[config.mk]
export PLATFORM = sky130hd
export DESIGN_NAME = quadrature_odometry_top_flat
export DESIGN_NICKNAME = d
export VERILOG_FILES = /design/src/rtl/qo_pkg.sv /design/src/rtl/qo_in_if.sv /design/src/rtl/qo_out_if.sv /design/src/rtl/qo_front.sv /design/src/rtl/qo_queue.sv /design/src/rtl/qo_back.sv /design/src/rtl/quadrature_odometry_top.sv /design/src/flat_wrapper.sv
export SDC_FILE = /design/constraint.sdc
export NUM_CORES = 2
export LEC_CHECK = 0
export BUFFER_PORTS_ARGS = -buffer_cell sky130_fd_sc_hd__buf_2
export CAP_MARGIN = 30
export CORE_ASPECT_RATIO = 1.4
export CORE_MARGIN = 2
export CORE_UTILIZATION = 60
export DETAILED_ROUTE_END_ITERATION = 12
export PLACE_DENSITY_LB_ADDON = 0.1
export RECOVER_POWER = 25
export SLEW_MARGIN = 20
export SYNTH_ARGS = -nofsm -noshare
export SYNTH_HDL_FRONTEND = slang
export SYNTH_SLANG_ARGS = --single-unit
[constraint.sdc]
create_clock -name i_clk -period 11.51 [get_ports i_clk]
set_input_delay 2.302 -clock i_clk [delete_from_list [all_inputs] [get_ports i_clk]]
set_output_delay 2.302 -clock i_clk [all_outputs]
set_load 0.02 [all_outputs]
[src/rtl/qo_pkg.sv]
// ----------------------------------------------------------------------------
// qo_pkg: shared types and constants for the quadrature odometry block
// Step table, window record, configuration indexes and reset values.
// ----------------------------------------------------------------------------
package qo_pkg;

    localparam int CNT_W     = 32;                  // position and result width
    localparam int EL_W      = 17;                  // elapsed millisecond count
    localparam int WIN_W     = 16;                  // window_ms register
    localparam int CFG_W     = 32;                  // widest register
    localparam int CFG_IDX_W = 2;
    localparam int AVG_LOG2  = 3;
    localparam int AVG_DEPTH = 1 << AVG_LOG2;       // rates in the moving average
    localparam int TOT_W     = CNT_W + AVG_LOG2;    // running sum of the ring
    localparam int NUM_W     = 41;                  // |count| * 1000 fits in 41 bits
    localparam int MS_PER_S  = 1000;

    localparam logic [EL_W-1:0] ELAPSED_MAX = '1;

    typedef enum logic [CFG_IDX_W-1:0] {
        CFG_WINDOW_MS = 2'd0,
        CFG_UM_Q16    = 2'd1,
        CFG_MRAD_Q16  = 2'd2
    } t_cfg_idx;

    localparam logic [WIN_W-1:0] WINDOW_MS_RST = 16'd100;
    localparam logic [CFG_W-1:0] UM_Q16_RST    = 32'd9289000;
    localparam logic [CFG_W-1:0] MRAD_Q16_RST  = 32'd285810;

    // Closed window handed from the front end to the arithmetic back end
    typedef struct packed {
        logic signed [CNT_W-1:0] count;
        logic [EL_W-1:0]         elapsed;
    } t_close;

    // x4 decode: index is {new pair, old pair}
    function automatic logic signed [2:0] step_of(input logic [3:0] idx);
        logic signed [2:0] s;
        case (idx)
            4'd0:    s = 3'sd0;
            4'd1:    s = 3'sd1;
            4'd2:    s = -3'sd1;
            4'd3:    s = 3'sd2;
            4'd4:    s = -3'sd1;
            4'd5:    s = 3'sd0;
            4'd6:    s = -3'sd2;
            4'd7:    s = 3'sd1;
            4'd8:    s = 3'sd1;
            4'd9:    s = -3'sd2;
            4'd10:   s = 3'sd0;
            4'd11:   s = -3'sd1;
            4'd12:   s = 3'sd2;
            4'd13:   s = -3'sd1;
            4'd14:   s = 3'sd1;
            default: s = 3'sd0;
        endcase
        return s;
    endfunction

endpackage

[src/rtl/qo_in_if.sv]
// ----------------------------------------------------------------------------
// qo_in_if: pin sample channel
// One item is one sample of pins A and B with the millisecond strobe.
// ----------------------------------------------------------------------------
interface qo_in_if;
    logic valid;
    logic ready;
    logic pin_a;
    logic pin_b;
    logic ms_tick;

    modport source (output valid, output pin_a, output pin_b, output ms_tick, input ready);
    modport sink   (input valid, input pin_a, input pin_b, input ms_tick, output ready);
endinterface

[src/rtl/qo_out_if.sv]
// ----------------------------------------------------------------------------
// qo_out_if: odometry result channel
// One item per closed window: count, distance, angular rate and speed.
// ----------------------------------------------------------------------------
interface qo_out_if;
    logic               valid;
    logic               ready;
    logic signed [31:0] window_counts;
    logic signed [31:0] distance_um;
    logic signed [31:0] omega_mrad_s;
    logic signed [31:0] speed_um_s;

    modport source (output valid, output window_counts, output distance_um,
                    output omega_mrad_s, output speed_um_s, input ready);
    modport sink   (input valid, input window_counts, input distance_um,
                    input omega_mrad_s, input speed_um_s, output ready);
endinterface

[src/rtl/qo_front.sv]
// ----------------------------------------------------------------------------
// qo_front: quadrature decode and window timing
// Takes one pin sample per cycle unless the queue is full, steps the
// position count and queues a record when the millisecond window closes.
// ----------------------------------------------------------------------------
module qo_front (
    input  logic                        i_clk,
    input  logic                        i_rst_n,
    qo_in_if.sink                       in_ch,
    input  logic [qo_pkg::WIN_W-1:0]    i_window_ms,
    input  logic                        i_q_full,
    output logic                        o_push,
    output qo_pkg::t_close              o_push_data
);

    logic [1:0]                     r_pair;
    logic                           r_primed;
    logic [qo_pkg::CNT_W-1:0]       r_pos;
    logic [qo_pkg::EL_W-1:0]        r_elapsed;

    logic [1:0]                     now_pair;
    logic signed [2:0]              step;
    logic [qo_pkg::CNT_W-1:0]       n_pos;
    logic [qo_pkg::EL_W-1:0]        n_elapsed;
    logic                           accept;
    logic                           close;

    // Any accepted sample may close a window, so take items only with room queued
    assign in_ch.ready = !i_q_full;
    assign accept      = in_ch.valid && in_ch.ready;

    always_comb begin
        now_pair = {in_ch.pin_b, in_ch.pin_a};
        step     = qo_pkg::step_of({now_pair, r_pair});
        n_pos    = r_primed ? r_pos + {{(qo_pkg::CNT_W-3){step[2]}}, step} : r_pos;
        if (in_ch.ms_tick && r_elapsed != qo_pkg::ELAPSED_MAX) begin
            n_elapsed = r_elapsed + 1'b1;
        end else begin
            n_elapsed = r_elapsed;
        end
        close = n_elapsed > {1'b0, i_window_ms};
    end

    assign o_push              = accept && close;
    assign o_push_data.count   = n_pos;
    assign o_push_data.elapsed = n_elapsed;

    always_ff @(posedge i_clk) begin
        if (!i_rst_n) begin
            r_pair    <= '0;
            r_primed  <= 1'b0;
            r_pos     <= '0;
            r_elapsed <= '0;
        end else if (accept) begin
            r_pair   <= now_pair;
            r_primed <= 1'b1;
            if (close) begin
                r_pos     <= '0;
                r_elapsed <= '0;
            end else begin
                r_pos     <= n_pos;
                r_elapsed <= n_elapsed;
            end
        end
    end

endmodule

[src/rtl/qo_queue.sv]
// ----------------------------------------------------------------------------
// qo_queue: two-entry queue of closed windows
// Decouples the per-sample front end from the multi-cycle back end.
// ----------------------------------------------------------------------------
module qo_queue (
    input  logic            i_clk,
    input  logic            i_rst_n,
    input  logic            i_push,
    input  qo_pkg::t_close  i_wdata,
    output logic            o_full,
    output logic            o_valid,
    output qo_pkg::t_close  o_rdata,
    input  logic            i_pop
);

    qo_pkg::t_close r_mem [2];
    logic           r_wr_ptr;
    logic           r_rd_ptr;
    logic [1:0]     r_cnt;

    logic do_push;
    logic do_pop;

    assign o_full  = r_cnt == 2'd2;
    assign o_valid = r_cnt != 2'd0;
    assign o_rdata = r_mem[r_rd_ptr];
    assign do_push = i_push && !o_full;
    assign do_pop  = i_pop && o_valid;

    always_ff @(posedge i_clk) begin
        if (do_push) begin
            r_mem[r_wr_ptr] <= i_wdata;
        end
    end

    always_ff @(posedge i_clk) begin
        if (!i_rst_n) begin
            r_wr_ptr <= 1'b0;
            r_rd_ptr <= 1'b0;
            r_cnt    <= 2'd0;
        end else begin
            if (do_push) begin
                r_wr_ptr <= !r_wr_ptr;
            end
            if (do_pop) begin
                r_rd_ptr <= !r_rd_ptr;
            end
            if (do_push && !do_pop) begin
                r_cnt <= r_cnt + 2'd1;
            end else if (do_pop && !do_push) begin
                r_cnt <= r_cnt - 2'd1;
            end
        end
    end

endmodule

[src/rtl/qo_back.sv]
// ----------------------------------------------------------------------------
// qo_back: window arithmetic
// Count rate by bit-serial division, ring average, then three Q16.16
// scalings through one shared multiplier into the output register.
// ----------------------------------------------------------------------------
module qo_back (
    input  logic                        i_clk,
    input  logic                        i_rst_n,
    input  logic                        i_q_valid,
    input  qo_pkg::t_close              i_q_data,
    output logic                        o_q_pop,
    input  logic [qo_pkg::CFG_W-1:0]    i_um_q16,
    input  logic [qo_pkg::CFG_W-1:0]    i_mrad_q16,
    qo_out_if.source                    out_ch
);

    localparam int CW    = qo_pkg::CNT_W;
    localparam int NW    = qo_pkg::NUM_W;
    localparam int EW    = qo_pkg::EL_W;
    localparam int TW    = qo_pkg::TOT_W;
    localparam int BIT_W = $clog2(NW);

    typedef enum logic [7:0] {
        S_IDLE  = 8'b0000_0001,
        S_SCALE = 8'b0000_0010,
        S_DIV   = 8'b0000_0100,
        S_SAT   = 8'b0000_1000,
        S_ACC   = 8'b0001_0000,
        S_AVG   = 8'b0010_0000,
        S_MUL   = 8'b0100_0000,
        S_DONE  = 8'b1000_0000
    } t_state;

    t_state                         r_state;
    logic signed [CW-1:0]           r_count;
    logic [CW-1:0]                  r_cmag;
    logic                           r_neg;
    logic [EW-1:0]                  r_div;
    logic [NW-1:0]                  r_num;      // dividend, shifts into quotient
    logic [EW-1:0]                  r_rem;
    logic [BIT_W-1:0]               r_bit;
    logic signed [CW-1:0]           r_rate;
    logic signed [CW-1:0]           r_ring [qo_pkg::AVG_DEPTH];
    logic [qo_pkg::AVG_LOG2-1:0]    r_slot;
    logic signed [TW-1:0]           r_total;
    logic [CW-1:0]                  r_amag;
    logic                           r_aneg;
    logic [1:0]                     r_mstep;
    logic [2*CW-1:0]                r_prod;
    logic [CW-1:0]                  r_dist;
    logic [CW-1:0]                  r_omega;
    logic [CW-1:0]                  r_speed;
    logic                           r_ovalid;
    logic [CW-1:0]                  r_o_count;
    logic [CW-1:0]                  r_o_dist;
    logic [CW-1:0]                  r_o_omega;
    logic [CW-1:0]                  r_o_speed;

    logic [EW:0]                    trial;
    logic                           qbit;
    logic [EW:0]                    trial_rem;
    logic signed [CW-1:0]           sat_rate;
    logic [TW-1:0]                  tot_mag;
    logic [CW-1:0]                  op_a;
    logic [CW-1:0]                  op_b;
    logic [CW-1:0]                  scaled;
    logic                           out_free;
    logic                           load_out;

    function automatic logic [CW-1:0] sat_q16(input logic [2*CW-1:0] prod, input logic neg);
        logic [2*CW-17:0] q;
        logic [CW-1:0]    r;
        q = prod[2*CW-1:16];
        if (neg) begin
            if (q > (2*CW-16)'(33'h1_0000_0000 >> 1)) begin
                r = {1'b1, {(CW-1){1'b0}}};
            end else begin
                r = CW'(-q);
            end
        end else begin
            if (q > (2*CW-16)'({1'b0, {(CW-1){1'b1}}})) begin
                r = {1'b0, {(CW-1){1'b1}}};
            end else begin
                r = q[CW-1:0];
            end
        end
        return r;
    endfunction

    always_comb begin
        // restoring division step
        trial     = {r_rem, r_num[NW-1]};
        qbit      = trial >= {1'b0, r_div};
        trial_rem = qbit ? trial - {1'b0, r_div} : trial;

        // quotient magnitude to signed 32-bit rate, saturating
        if (r_neg) begin
            if (r_num > NW'({1'b1, {(CW-1){1'b0}}})) begin
                sat_rate = {1'b1, {(CW-1){1'b0}}};
            end else begin
                sat_rate = CW'(-r_num);
            end
        end else begin
            if (r_num > NW'({1'b0, {(CW-1){1'b1}}})) begin
                sat_rate = {1'b0, {(CW-1){1'b1}}};
            end else begin
                sat_rate = r_num[CW-1:0];
            end
        end

        tot_mag = r_total[TW-1] ? TW'(-r_total) : TW'(r_total);

        case (r_mstep)
            2'd0:    begin op_a = r_cmag; op_b = i_um_q16;   end
            2'd1:    begin op_a = r_amag; op_b = i_mrad_q16; end
            default: begin op_a = r_amag; op_b = i_um_q16;   end
        endcase

        scaled = sat_q16(r_prod, (r_mstep == 2'd1) ? r_neg : r_aneg);
    end

    assign out_free = !r_ovalid || out_ch.ready;
    assign load_out = (r_state == S_DONE) && out_free;
    assign o_q_pop  = (r_state == S_IDLE) && i_q_valid;

    always_ff @(posedge i_clk) begin
        if (!i_rst_n) begin
            r_state  <= S_IDLE;
            r_slot   <= '0;
            r_total  <= '0;
            r_ovalid <= 1'b0;
            for (int i = 0; i < qo_pkg::AVG_DEPTH; i++) begin
                r_ring[i] <= '0;
            end
        end else begin
            if (load_out) begin
                r_ovalid <= 1'b1;
            end else if (out_ch.valid && out_ch.ready) begin
                r_ovalid <= 1'b0;
            end
            case (r_state)
                S_IDLE: begin
                    if (i_q_valid) begin
                        r_count <= i_q_data.count;
                        r_neg   <= i_q_data.count[CW-1];
                        r_cmag  <= i_q_data.count[CW-1] ? CW'(-i_q_data.count)
                                                        : CW'(i_q_data.count);
                        r_div   <= i_q_data.elapsed;
                        r_state <= S_SCALE;
                    end
                end
                S_SCALE: begin
                    r_num   <= NW'(r_cmag) * NW'(qo_pkg::MS_PER_S);
                    r_rem   <= '0;
                    r_bit   <= '0;
                    r_state <= S_DIV;
                end
                S_DIV: begin
                    r_rem <= trial_rem[EW-1:0];
                    r_num <= {r_num[NW-2:0], qbit};
                    r_bit <= r_bit + 1'b1;
                    if (r_bit == BIT_W'(NW-1)) begin
                        r_state <= S_SAT;
                    end
                end
                S_SAT: begin
                    r_rate  <= sat_rate;
                    r_state <= S_ACC;
                end
                S_ACC: begin
                    r_total <= r_total - TW'(r_ring[r_slot]) + TW'(r_rate);
                    r_ring[r_slot] <= r_rate;
                    r_slot  <= r_slot + 1'b1;
                    r_state <= S_AVG;
                end
                S_AVG: begin
                    // average truncates toward zero: shift the magnitude
                    r_amag  <= tot_mag[qo_pkg::AVG_LOG2 +: CW];
                    r_aneg  <= r_total[TW-1];
                    r_mstep <= 2'd0;
                    r_state <= S_MUL;
                end
                S_MUL: begin
                    // product of step n is saturated while step n+1 multiplies
                    r_prod  <= op_a * op_b;
                    r_mstep <= r_mstep + 2'd1;
                    case (r_mstep)
                        2'd1:    r_dist  <= scaled;
                        2'd2:    r_omega <= scaled;
                        default: ;
                    endcase
                    if (r_mstep == 2'd3) begin
                        r_speed <= scaled;
                        r_state <= S_DONE;
                    end
                end
                S_DONE: begin
                    if (load_out) begin
                        r_o_count <= r_count;
                        r_o_dist  <= r_dist;
                        r_o_omega <= r_omega;
                        r_o_speed <= r_speed;
                        r_state   <= S_IDLE;
                    end
                end
                default: r_state <= S_IDLE;
            endcase
        end
    end

    assign out_ch.valid         = r_ovalid;
    assign out_ch.window_counts = r_o_count;
    assign out_ch.distance_um   = r_o_dist;
    assign out_ch.omega_mrad_s  = r_o_omega;
    assign out_ch.speed_um_s    = r_o_speed;

endmodule

[src/rtl/quadrature_odometry_top.sv]
// ----------------------------------------------------------------------------
// quadrature_odometry_top: x4 quadrature decoder with windowed velocity
// Decodes one wheel's encoder pins and reports count, travel and averaged
// rates once per millisecond window.
// ----------------------------------------------------------------------------
// in_ch carries one pin sample per item (pin_a, pin_b, ms_tick); out_ch
// carries one result per closed window. A sample is taken every cycle while
// the two-entry window queue has room; samples that do not close a window
// produce nothing.
// A closing sample is queued for the back end, which divides count*1000 by
// the elapsed time one quotient bit per cycle, then runs three Q16.16
// scalings through one shared 32x32 multiplier. The back end takes a new
// window only once it is through with the last one; the queue absorbs two
// closes back to back.
// A stalled out_ch holds its result; the back end finishes the next window
// and waits, the queue fills and in_ch.ready drops until room is freed.
// Reset is synchronous, active low: pin state, counts, rate ring and queue
// clear and the registers return to window 100 ms and the default scales.
// Registers are written through i_cfg_we/i_cfg_idx/i_cfg_data; the user must
// write them only while idle, which the block itself does not enforce.
// ----------------------------------------------------------------------------
module quadrature_odometry_top (
    input  logic                            i_clk,
    input  logic                            i_rst_n,
    qo_in_if.sink                           in_ch,
    qo_out_if.source                        out_ch,
    input  logic                            i_cfg_we,
    input  logic [qo_pkg::CFG_IDX_W-1:0]    i_cfg_idx,
    input  logic [qo_pkg::CFG_W-1:0]        i_cfg_data
);

    logic [qo_pkg::WIN_W-1:0]   r_window_ms;
    logic [qo_pkg::CFG_W-1:0]   r_um_q16;
    logic [qo_pkg::CFG_W-1:0]   r_mrad_q16;

    logic                       push;
    qo_pkg::t_close             push_data;
    logic                       q_full;
    logic                       q_valid;
    qo_pkg::t_close             q_data;
    logic                       q_pop;

    always_ff @(posedge i_clk) begin
        if (!i_rst_n) begin
            r_window_ms <= qo_pkg::WINDOW_MS_RST;
            r_um_q16    <= qo_pkg::UM_Q16_RST;
            r_mrad_q16  <= qo_pkg::MRAD_Q16_RST;
        end else if (i_cfg_we) begin
            case (i_cfg_idx)
                qo_pkg::CFG_WINDOW_MS: r_window_ms <= i_cfg_data[qo_pkg::WIN_W-1:0];
                qo_pkg::CFG_UM_Q16:    r_um_q16    <= i_cfg_data;
                qo_pkg::CFG_MRAD_Q16:  r_mrad_q16  <= i_cfg_data;
                default: ;
            endcase
        end
    end

    qo_front u_front (
        .i_clk       (i_clk),
        .i_rst_n     (i_rst_n),
        .in_ch       (in_ch),
        .i_window_ms (r_window_ms),
        .i_q_full    (q_full),
        .o_push      (push),
        .o_push_data (push_data)
    );

    qo_queue u_queue (
        .i_clk   (i_clk),
        .i_rst_n (i_rst_n),
        .i_push  (push),
        .i_wdata (push_data),
        .o_full  (q_full),
        .o_valid (q_valid),
        .o_rdata (q_data),
        .i_pop   (q_pop)
    );

    qo_back u_back (
        .i_clk      (i_clk),
        .i_rst_n    (i_rst_n),
        .i_q_valid  (q_valid),
        .i_q_data   (q_data),
        .o_q_pop    (q_pop),
        .i_um_q16   (r_um_q16),
        .i_mrad_q16 (r_mrad_q16),
        .out_ch     (out_ch)
    );

endmodule

[src/flat_wrapper.sv]
// flat-port wrapper written by rule: the top's interface ports become plain ports
module quadrature_odometry_top_flat 
  (i_clk, i_rst_n, i_cfg_we, i_cfg_idx, i_cfg_data, in_ch_valid, in_ch_pin_a, in_ch_pin_b, in_ch_ms_tick, in_ch_ready, out_ch_valid, out_ch_window_counts, out_ch_distance_um, out_ch_omega_mrad_s, out_ch_speed_um_s, out_ch_ready);
  qo_in_if in_ch_i ();
  qo_out_if out_ch_i ();
  input  logic i_clk;
  input  logic i_rst_n;
  input  logic i_cfg_we;
  input  logic [qo_pkg::CFG_IDX_W-1:0] i_cfg_idx;
  input  logic [qo_pkg::CFG_W-1:0] i_cfg_data;
  input wire logic [$bits(in_ch_i.valid)-1:0] in_ch_valid;
  input wire logic [$bits(in_ch_i.pin_a)-1:0] in_ch_pin_a;
  input wire logic [$bits(in_ch_i.pin_b)-1:0] in_ch_pin_b;
  input wire logic [$bits(in_ch_i.ms_tick)-1:0] in_ch_ms_tick;
  output wire logic [$bits(in_ch_i.ready)-1:0] in_ch_ready;
  output wire logic [$bits(out_ch_i.valid)-1:0] out_ch_valid;
  output wire logic [$bits(out_ch_i.window_counts)-1:0] out_ch_window_counts;
  output wire logic [$bits(out_ch_i.distance_um)-1:0] out_ch_distance_um;
  output wire logic [$bits(out_ch_i.omega_mrad_s)-1:0] out_ch_omega_mrad_s;
  output wire logic [$bits(out_ch_i.speed_um_s)-1:0] out_ch_speed_um_s;
  input wire logic [$bits(out_ch_i.ready)-1:0] out_ch_ready;
  assign in_ch_i.valid = in_ch_valid;
  assign in_ch_i.pin_a = in_ch_pin_a;
  assign in_ch_i.pin_b = in_ch_pin_b;
  assign in_ch_i.ms_tick = in_ch_ms_tick;
  assign in_ch_ready = in_ch_i.ready;
  assign out_ch_valid = out_ch_i.valid;
  assign out_ch_window_counts = out_ch_i.window_counts;
  assign out_ch_distance_um = out_ch_i.distance_um;
  assign out_ch_omega_mrad_s = out_ch_i.omega_mrad_s;
  assign out_ch_speed_um_s = out_ch_i.speed_um_s;
  assign out_ch_i.ready = out_ch_ready;
  quadrature_odometry_top u_core (.i_clk(i_clk), .i_rst_n(i_rst_n), .in_ch(in_ch_i), .out_ch(out_ch_i), .i_cfg_we(i_cfg_we), .i_cfg_idx(i_cfg_idx), .i_cfg_data(i_cfg_data));
endmodule
======== Word level (Yosys, flattened, before mapping) ========
Memory sizes are Yosys's and may differ from the RTL's. A register that Yosys moved wholly into a read port is not among the register bits.
Index checks and enable logic that the tools add are counted.
storage, ports and cells
  flip-flop bits (word level) ............. 684
  latch bits .............................. 0
  bits in writable memories ............... 354
  ROM bits ................................ 48
  bits of input ports ..................... 42
  logic and storage cells ................. 161
  memories kept ........................... 3
operators by class
  $add $sub $neg .......................... 14
  $mul .................................... 2
  div/mod/pow operators ................... 0
  magnitude comparators ................... 6
  equality and inequality tests ........... 20
  shift operators ......................... 0
  multiplexer cells ....................... 42
  bitwise logic cells ..................... 0
  reductions and logical operators ........ 39
memories
  memory                depth  bits a word  rd ports  clocked after memory_dff  wr ports  RTL line        RTL
  u_core.u_back.r_ring  8      32           1         1                         8         qo_back.sv:43   logic signed [CW-1:0] r_ring [qo_pkg::AVG_DEPTH];
  u_core.u_queue.r_mem  2      49           1         1                         1         qo_queue.sv:16  qo_pkg::t_close r_mem [2];
  (name not given)      16     3            1         0                         0         qo_pkg.sv:39    case (idx)
operator list
  operator                                                         count
  two-way mux 32 bit                                               11
  negation 32 bit                                                  3
  case mux 41 bit (2 select lines)                                 1
  multiplier 32 x 32 -> 64 bit                                     1
  case mux 8 bit (8 select lines)                                  1
  two-way mux 17 bit                                               3
  greater-than comparator 48 x 31 -> 1 bit, second input constant  1
  greater-than comparator 48 x 32 -> 1 bit, second input constant  1
  greater-than comparator 41 x 31 -> 1 bit, second input constant  1
  greater-than comparator 41 x 32 -> 1 bit, second input constant  1
  multiplier 32 x 7 -> 38 bit, second input constant               1
  adder 35 x 32 -> 35 bit                                          1
  negation 35 bit                                                  1
  subtractor 35 x 32 -> 35 bit                                     1
  two-way mux 34 bit                                               1
  case mux 17 bit (2 select lines)                                 1
  adder 32 bit                                                     1
  two-way mux 8 bit                                                4
  OR reduction 32 bit                                              1
  two-way mux 31 bit                                               1
  greater-or-equal comparator 18 x 17 -> 1 bit                     1
  adder 17 x 1 -> 17 bit, second input constant                    1
  greater-than comparator 17 x 16 -> 1 bit                         1
  inequality test 17 bit, second input constant                    1
  other kinds (30)                                                 82

======== Longest topological paths before layout ========
  word-level depth ........................ 10
  gate-level depth with buffers ........... 35
  depth with buffers taken out ............ 31

======== Hierarchy ========
Synthesis repeated with hierarchy kept, for this count alone.
second synthesis, totals
  cell total of the unflattened synthesis .. 7878
  area total of the unflattened synthesis .. 84378.4 um2
by module, submodules not included
  module                   instances  cells each  area an instance (um2)  sequential area each (um2)
  qo_back                  1          6783        72594.6                 23192.2
  qo_front                 1          601         4864.7                  1041.0
  qo_queue                 1          177         3764.9                  3042.9
  quadrature_odometry_top  1          317         3154.3                  1601.5

======== Least setup slack after synthesis ========
No wires, ideal clock.
  path kind ............................... flip-flop to flip-flop
  start point ............................. register u_core.u_back.r_mstep[0]
  end point ............................... register u_core.u_back.r_prod[60], data pin
  arrival time ............................ 9.226 ns
  slack ................................... 2.024 ns
  cell stages (with the launch flop) ...... 33
  path buffers ............................ 4
  clock period less this slack ............ 9.486 ns
  cell sequence ........................... edfxtp_1 inv_1 ha_1 clkbuf_1 clkbuf_1 buf_1 mux2i_1 clkbuf_1 nor2_1 fa_1 fa_1 fa_1 inv_1 fa_1 inv_1 fa_1 inv_1 fa_1 inv_1 fa_1 inv_1 fa_1 inv_1 ha_1 nand2_1 or4_1 a21oi_1 o21ai_0 a2111oi_0 o21ai_0 a31oi_1 a41oi_1 xnor2_1
between the ends
  longest elaborated chain between the ends .. 3
  elaborated cells between the ends (all ways) .. 5
ends and longest elaborated chain
  what                                                               RTL line        RTL
  start: declaration                                                 qo_back.sv:48   logic [1:0] r_mstep;
  start signal: assignment                                           qo_back.sv:186  r_mstep <= r_mstep + 2'd1;
  equality test 2 x 1 -> 1 bit or logical NOT 2 bit (tied branches)  qo_back.sv:113  case (r_mstep)
  two-way mux 32 bit                                                 qo_back.sv:113
  multiplier 32 x 32 -> 64 bit (*)                                   qo_back.sv:185  r_prod <= op_a * op_b;
  end signal: assignment                                             qo_back.sv:185
  end: declaration                                                   qo_back.sv:49   logic [2*CW-1:0] r_prod;
Mark *: on every way between the ends. The rest lies on a longest branch, timed or not.
A chain may end at the register's enable or synchronous reset.

======== Worst setup path after layout ========
  start point ............................. register u_core.u_back.r_mstep[0]
  end point ............................... register u_core.u_back.r_prod[63], data pin
The elaborated chain is that of the path after synthesis.

==> out/metrics.yaml <==
post-cts-setup-buffers: 0
min_path_type: "reg -> reg"
yosysSeqAreaShare_pct: 34.23
final_common_cell: "inv_1"
final_util_pct: 65.34
routedWlPerCell_um: 26.26
critPathCaptureType: "register"
clock-sinks: 1024
r2r_cells: 28
cts_root_buf: "clkbuf_16"
crit_cells: 28
cp.arrival_ns: 10.81
synthArstFlopShare_pct: 0
worst-path-buf-inv: 6
fp.dieW_um: 320.9
antenna_found_initial: 14
clock_path_buffers: 3
crit_family: "adder cells"
fmax_ghz: 0.09679
drv_cap: 15
tns_ns: 0
ys_seq_elements: 1024
antenna_left: 0
netlist_instances: 8002
r2r_end: "u_core.u_back.r_prod[63]$_DFFE_PP_"
drt-total-wl_um: 261300
start_util_pct: 60.50
die_area_mm2: 0.1437
slew_violations: 565
synth-main-ff-cell: "edfxtp_1"
grt_pass1_vias: 63690
r2r_setup_slack_ns: 1.18
worstPathRequired_ns: 11.99
cts-hold-fix-buffers: 0
rsz0062_at_grt: "false"
core_mm2: 0.1395
drt_iter0_drc: 5239
slew-limit-headroom_pct: -150.6
grt_util_all_layers_pct: 37.01
yosys_warnings: 0
worst-setup-path-type: "reg -> reg"
nets: 9612
insertion_delay_ns: 0.80
syn-num-nets: 9551
grt_pass1_wl_um: 390300
dp_hpwl_um: 201300
skew_ns: 0.05661
syn2layout_area_growth_pct: 7.987
crit_start: "u_core.u_back.r_mstep[0]$_SDFFCE_PN0P_"
hold_viol: 0
vias: 61530
gp_congestion: 1.095
drt_pass1_iterations: 8
violations: "max-capacitance violations, max-slew violations"
cts_max_level: 3
avgViaCountPerCell: 6.184
cp-start-kind: "register"
synth.distinct_cells: 81
synth.cell_area_mm2: 0.08437
drive_gt1_share_pct: 9.714
slowest_delay_ns: 0.73
ios: 172
worst_pin_slew_ns: 3.759
critical_path.slowest_cell: "mux2_2"
highest_layer: "met5"
syn_area_per_cell_um2: 10.54
port_buffers: 171
remaining_drc_errors: 0
cp_max_fo: 43
fp-row-count: 162
wl_met2_um: 129000
fin_crit_sh_pct: 89.76
r2r_start: "u_core.u_back.r_mstep[0]$_SDFFCE_PN0P_"
grt_max_degree: 81
crit_path_end: "u_core.u_back.r_prod[63]$_DFFE_PP_"
synth-edff-count: 837
cts-buffers-inserted: 96
path_common_cell: "fa_1"
clkTransAtPathRegs_ns: 0.07
wl_met1_um: 88590
setup_violations: 0
status: "finished with violations"
wl_met3_um: 20760
die_height_um: 447.7
final_cell_mix: "1,128 x inv_1, 1,049 x fa_1, 851 x nor2_1"
grt-ovfl-total: 0
min_period_ns: 10.33
cts_tree: "yes"
cts_resized: 0
==> metal layers <==
metal,vias up,track usage (%)
li1,26720,-
met1,30850,41.28
met2,3003,63.99
met3,950,6.796
met4,14,26.09
met5,-,0
==> metrics by stage <==
stage / worst slack (ns) / cells / area (um2) / hold slack (ns)
detailed placement: 1.332 / 9765 / 87870 / 0.4045
floorplan: 2.024 / 8002 / 84370 / 0.4003
CTS: 1.286 / 9943 / 91220 / 0.4189
finish: 1.178 / 9951 / 91110 / 0.4179
global route: 0.8136 / 9948 / 91100 / 0.4225
global placement: 1.534 / 9759 / 87780 / 0.4003
==> worst register-to-register path: cells and delay by family (launching register included) <==
family                   cells  cell delay, ns
multiplexers                 1            0.75
AND/OR/NAND/NOR              1            0.19
buffers and inverters        6            0.97
adder cells (fa/ha/maj)     10            4.99
flip-flops                   1            0.47
AO/OA/AOI/OAI                9            2.60
XOR/XNOR                     1            0.10
==> cell type report <==
type                    count  area, um2
clock buffers             118       2619
diodes                      4      10.01
fillers                 11140      48340
well taps                1804       2257
flip-flops and latches   1024      28890
repair buffers            353       2212
inverters                1160       4355
multi-input cells        5428      50050
clock inverters            60      723.2
==> cell usage after synthesis (98+ instances only) <==
master       n  area share, %
nor3_1     157           0.93
inv_1     1128            5.0
edfxtp_1   837             30
a21o_1     118            1.0
xnor2_1    158            1.6
nand2_1    851            3.8
fa_1      1049             25
nor2_1     855            3.8
mux2_2     159            2.1
mux2i_1     98            1.2
dfxtp_1    187            4.4
nor4_1     157            1.2
ha_1       458            6.8
clkbuf_1   347            1.5
o21ai_0    173            1.0
a21oi_1    350            2.1
==> flip-flops by register name, indices dropped and copies added, names as in the netlist, 31 cells and up, named ones only <==
register / cells
u_core.u_front.r_pos: 32
u_core.u_back.r_total: 35
u_core.r_um_q16: 32
u_core.u_back.out_ch.omega_mrad_s: 32
u_core.u_back.r_omega: 32
u_core.u_queue.r_mem: 98
u_core.u_back.r_speed: 32
u_core.u_back.r_num: 41
u_core.u_back.r_dist: 32
u_core.u_back.r_ring: 256
u_core.u_back.r_cmag: 31
u_core.u_back.r_amag: 32
u_core.r_mrad_q16: 32
u_core.u_back.r_prod: 48
u_core.u_back.out_ch.distance_um: 32
u_core.u_back.out_ch.window_counts: 32
u_core.u_back.r_count: 32
u_core.u_back.r_rate: 32
u_core.u_back.out_ch.speed_um_s: 32
==> kinds of logic after synthesis <==
kind of cell | synth area share, %
compound gates | 7.115
xor+xnor | 2.460
fa+ha+maj | 31.68
buf+inv | 6.899
flops | 34.23
mux | 4.993
simple gates | 12.63
==> worst min path at each step <==
stage | startpoint | to | slack [ns] | cells past startpoint
global route | u_core.u_back.r_omega[12]$_DFFE_PP_ | u_core.u_back.out_ch.omega_mrad_s[12]$_DFFE_PP_ | 0.42 | 0
global placement | u_core.u_back.r_dist[19]$_DFFE_PP_ | u_core.u_back.out_ch.distance_um[19]$_DFFE_PP_ | 0.40 | 0
detailed placement | u_core.u_back.r_dist[12]$_DFFE_PP_ | u_core.u_back.out_ch.distance_um[12]$_DFFE_PP_ | 0.40 | 0
CTS | u_core.u_back.r_omega[0]$_DFFE_PP_ | u_core.u_back.out_ch.omega_mrad_s[0]$_DFFE_PP_ | 0.42 | 0
finish | u_core.u_back.r_omega[0]$_DFFE_PP_ | u_core.u_back.out_ch.omega_mrad_s[0]$_DFFE_PP_ | 0.42 | 0
floorplan | u_core.u_back.r_dist[0]$_DFFE_PP_ | u_core.u_back.out_ch.distance_um[0]$_DFFE_PP_ | 0.40 | 0
Power is left out: the tool's default activity adds up to more than one toggle a clock period on the data nets, which glitch-free logic cannot reach.
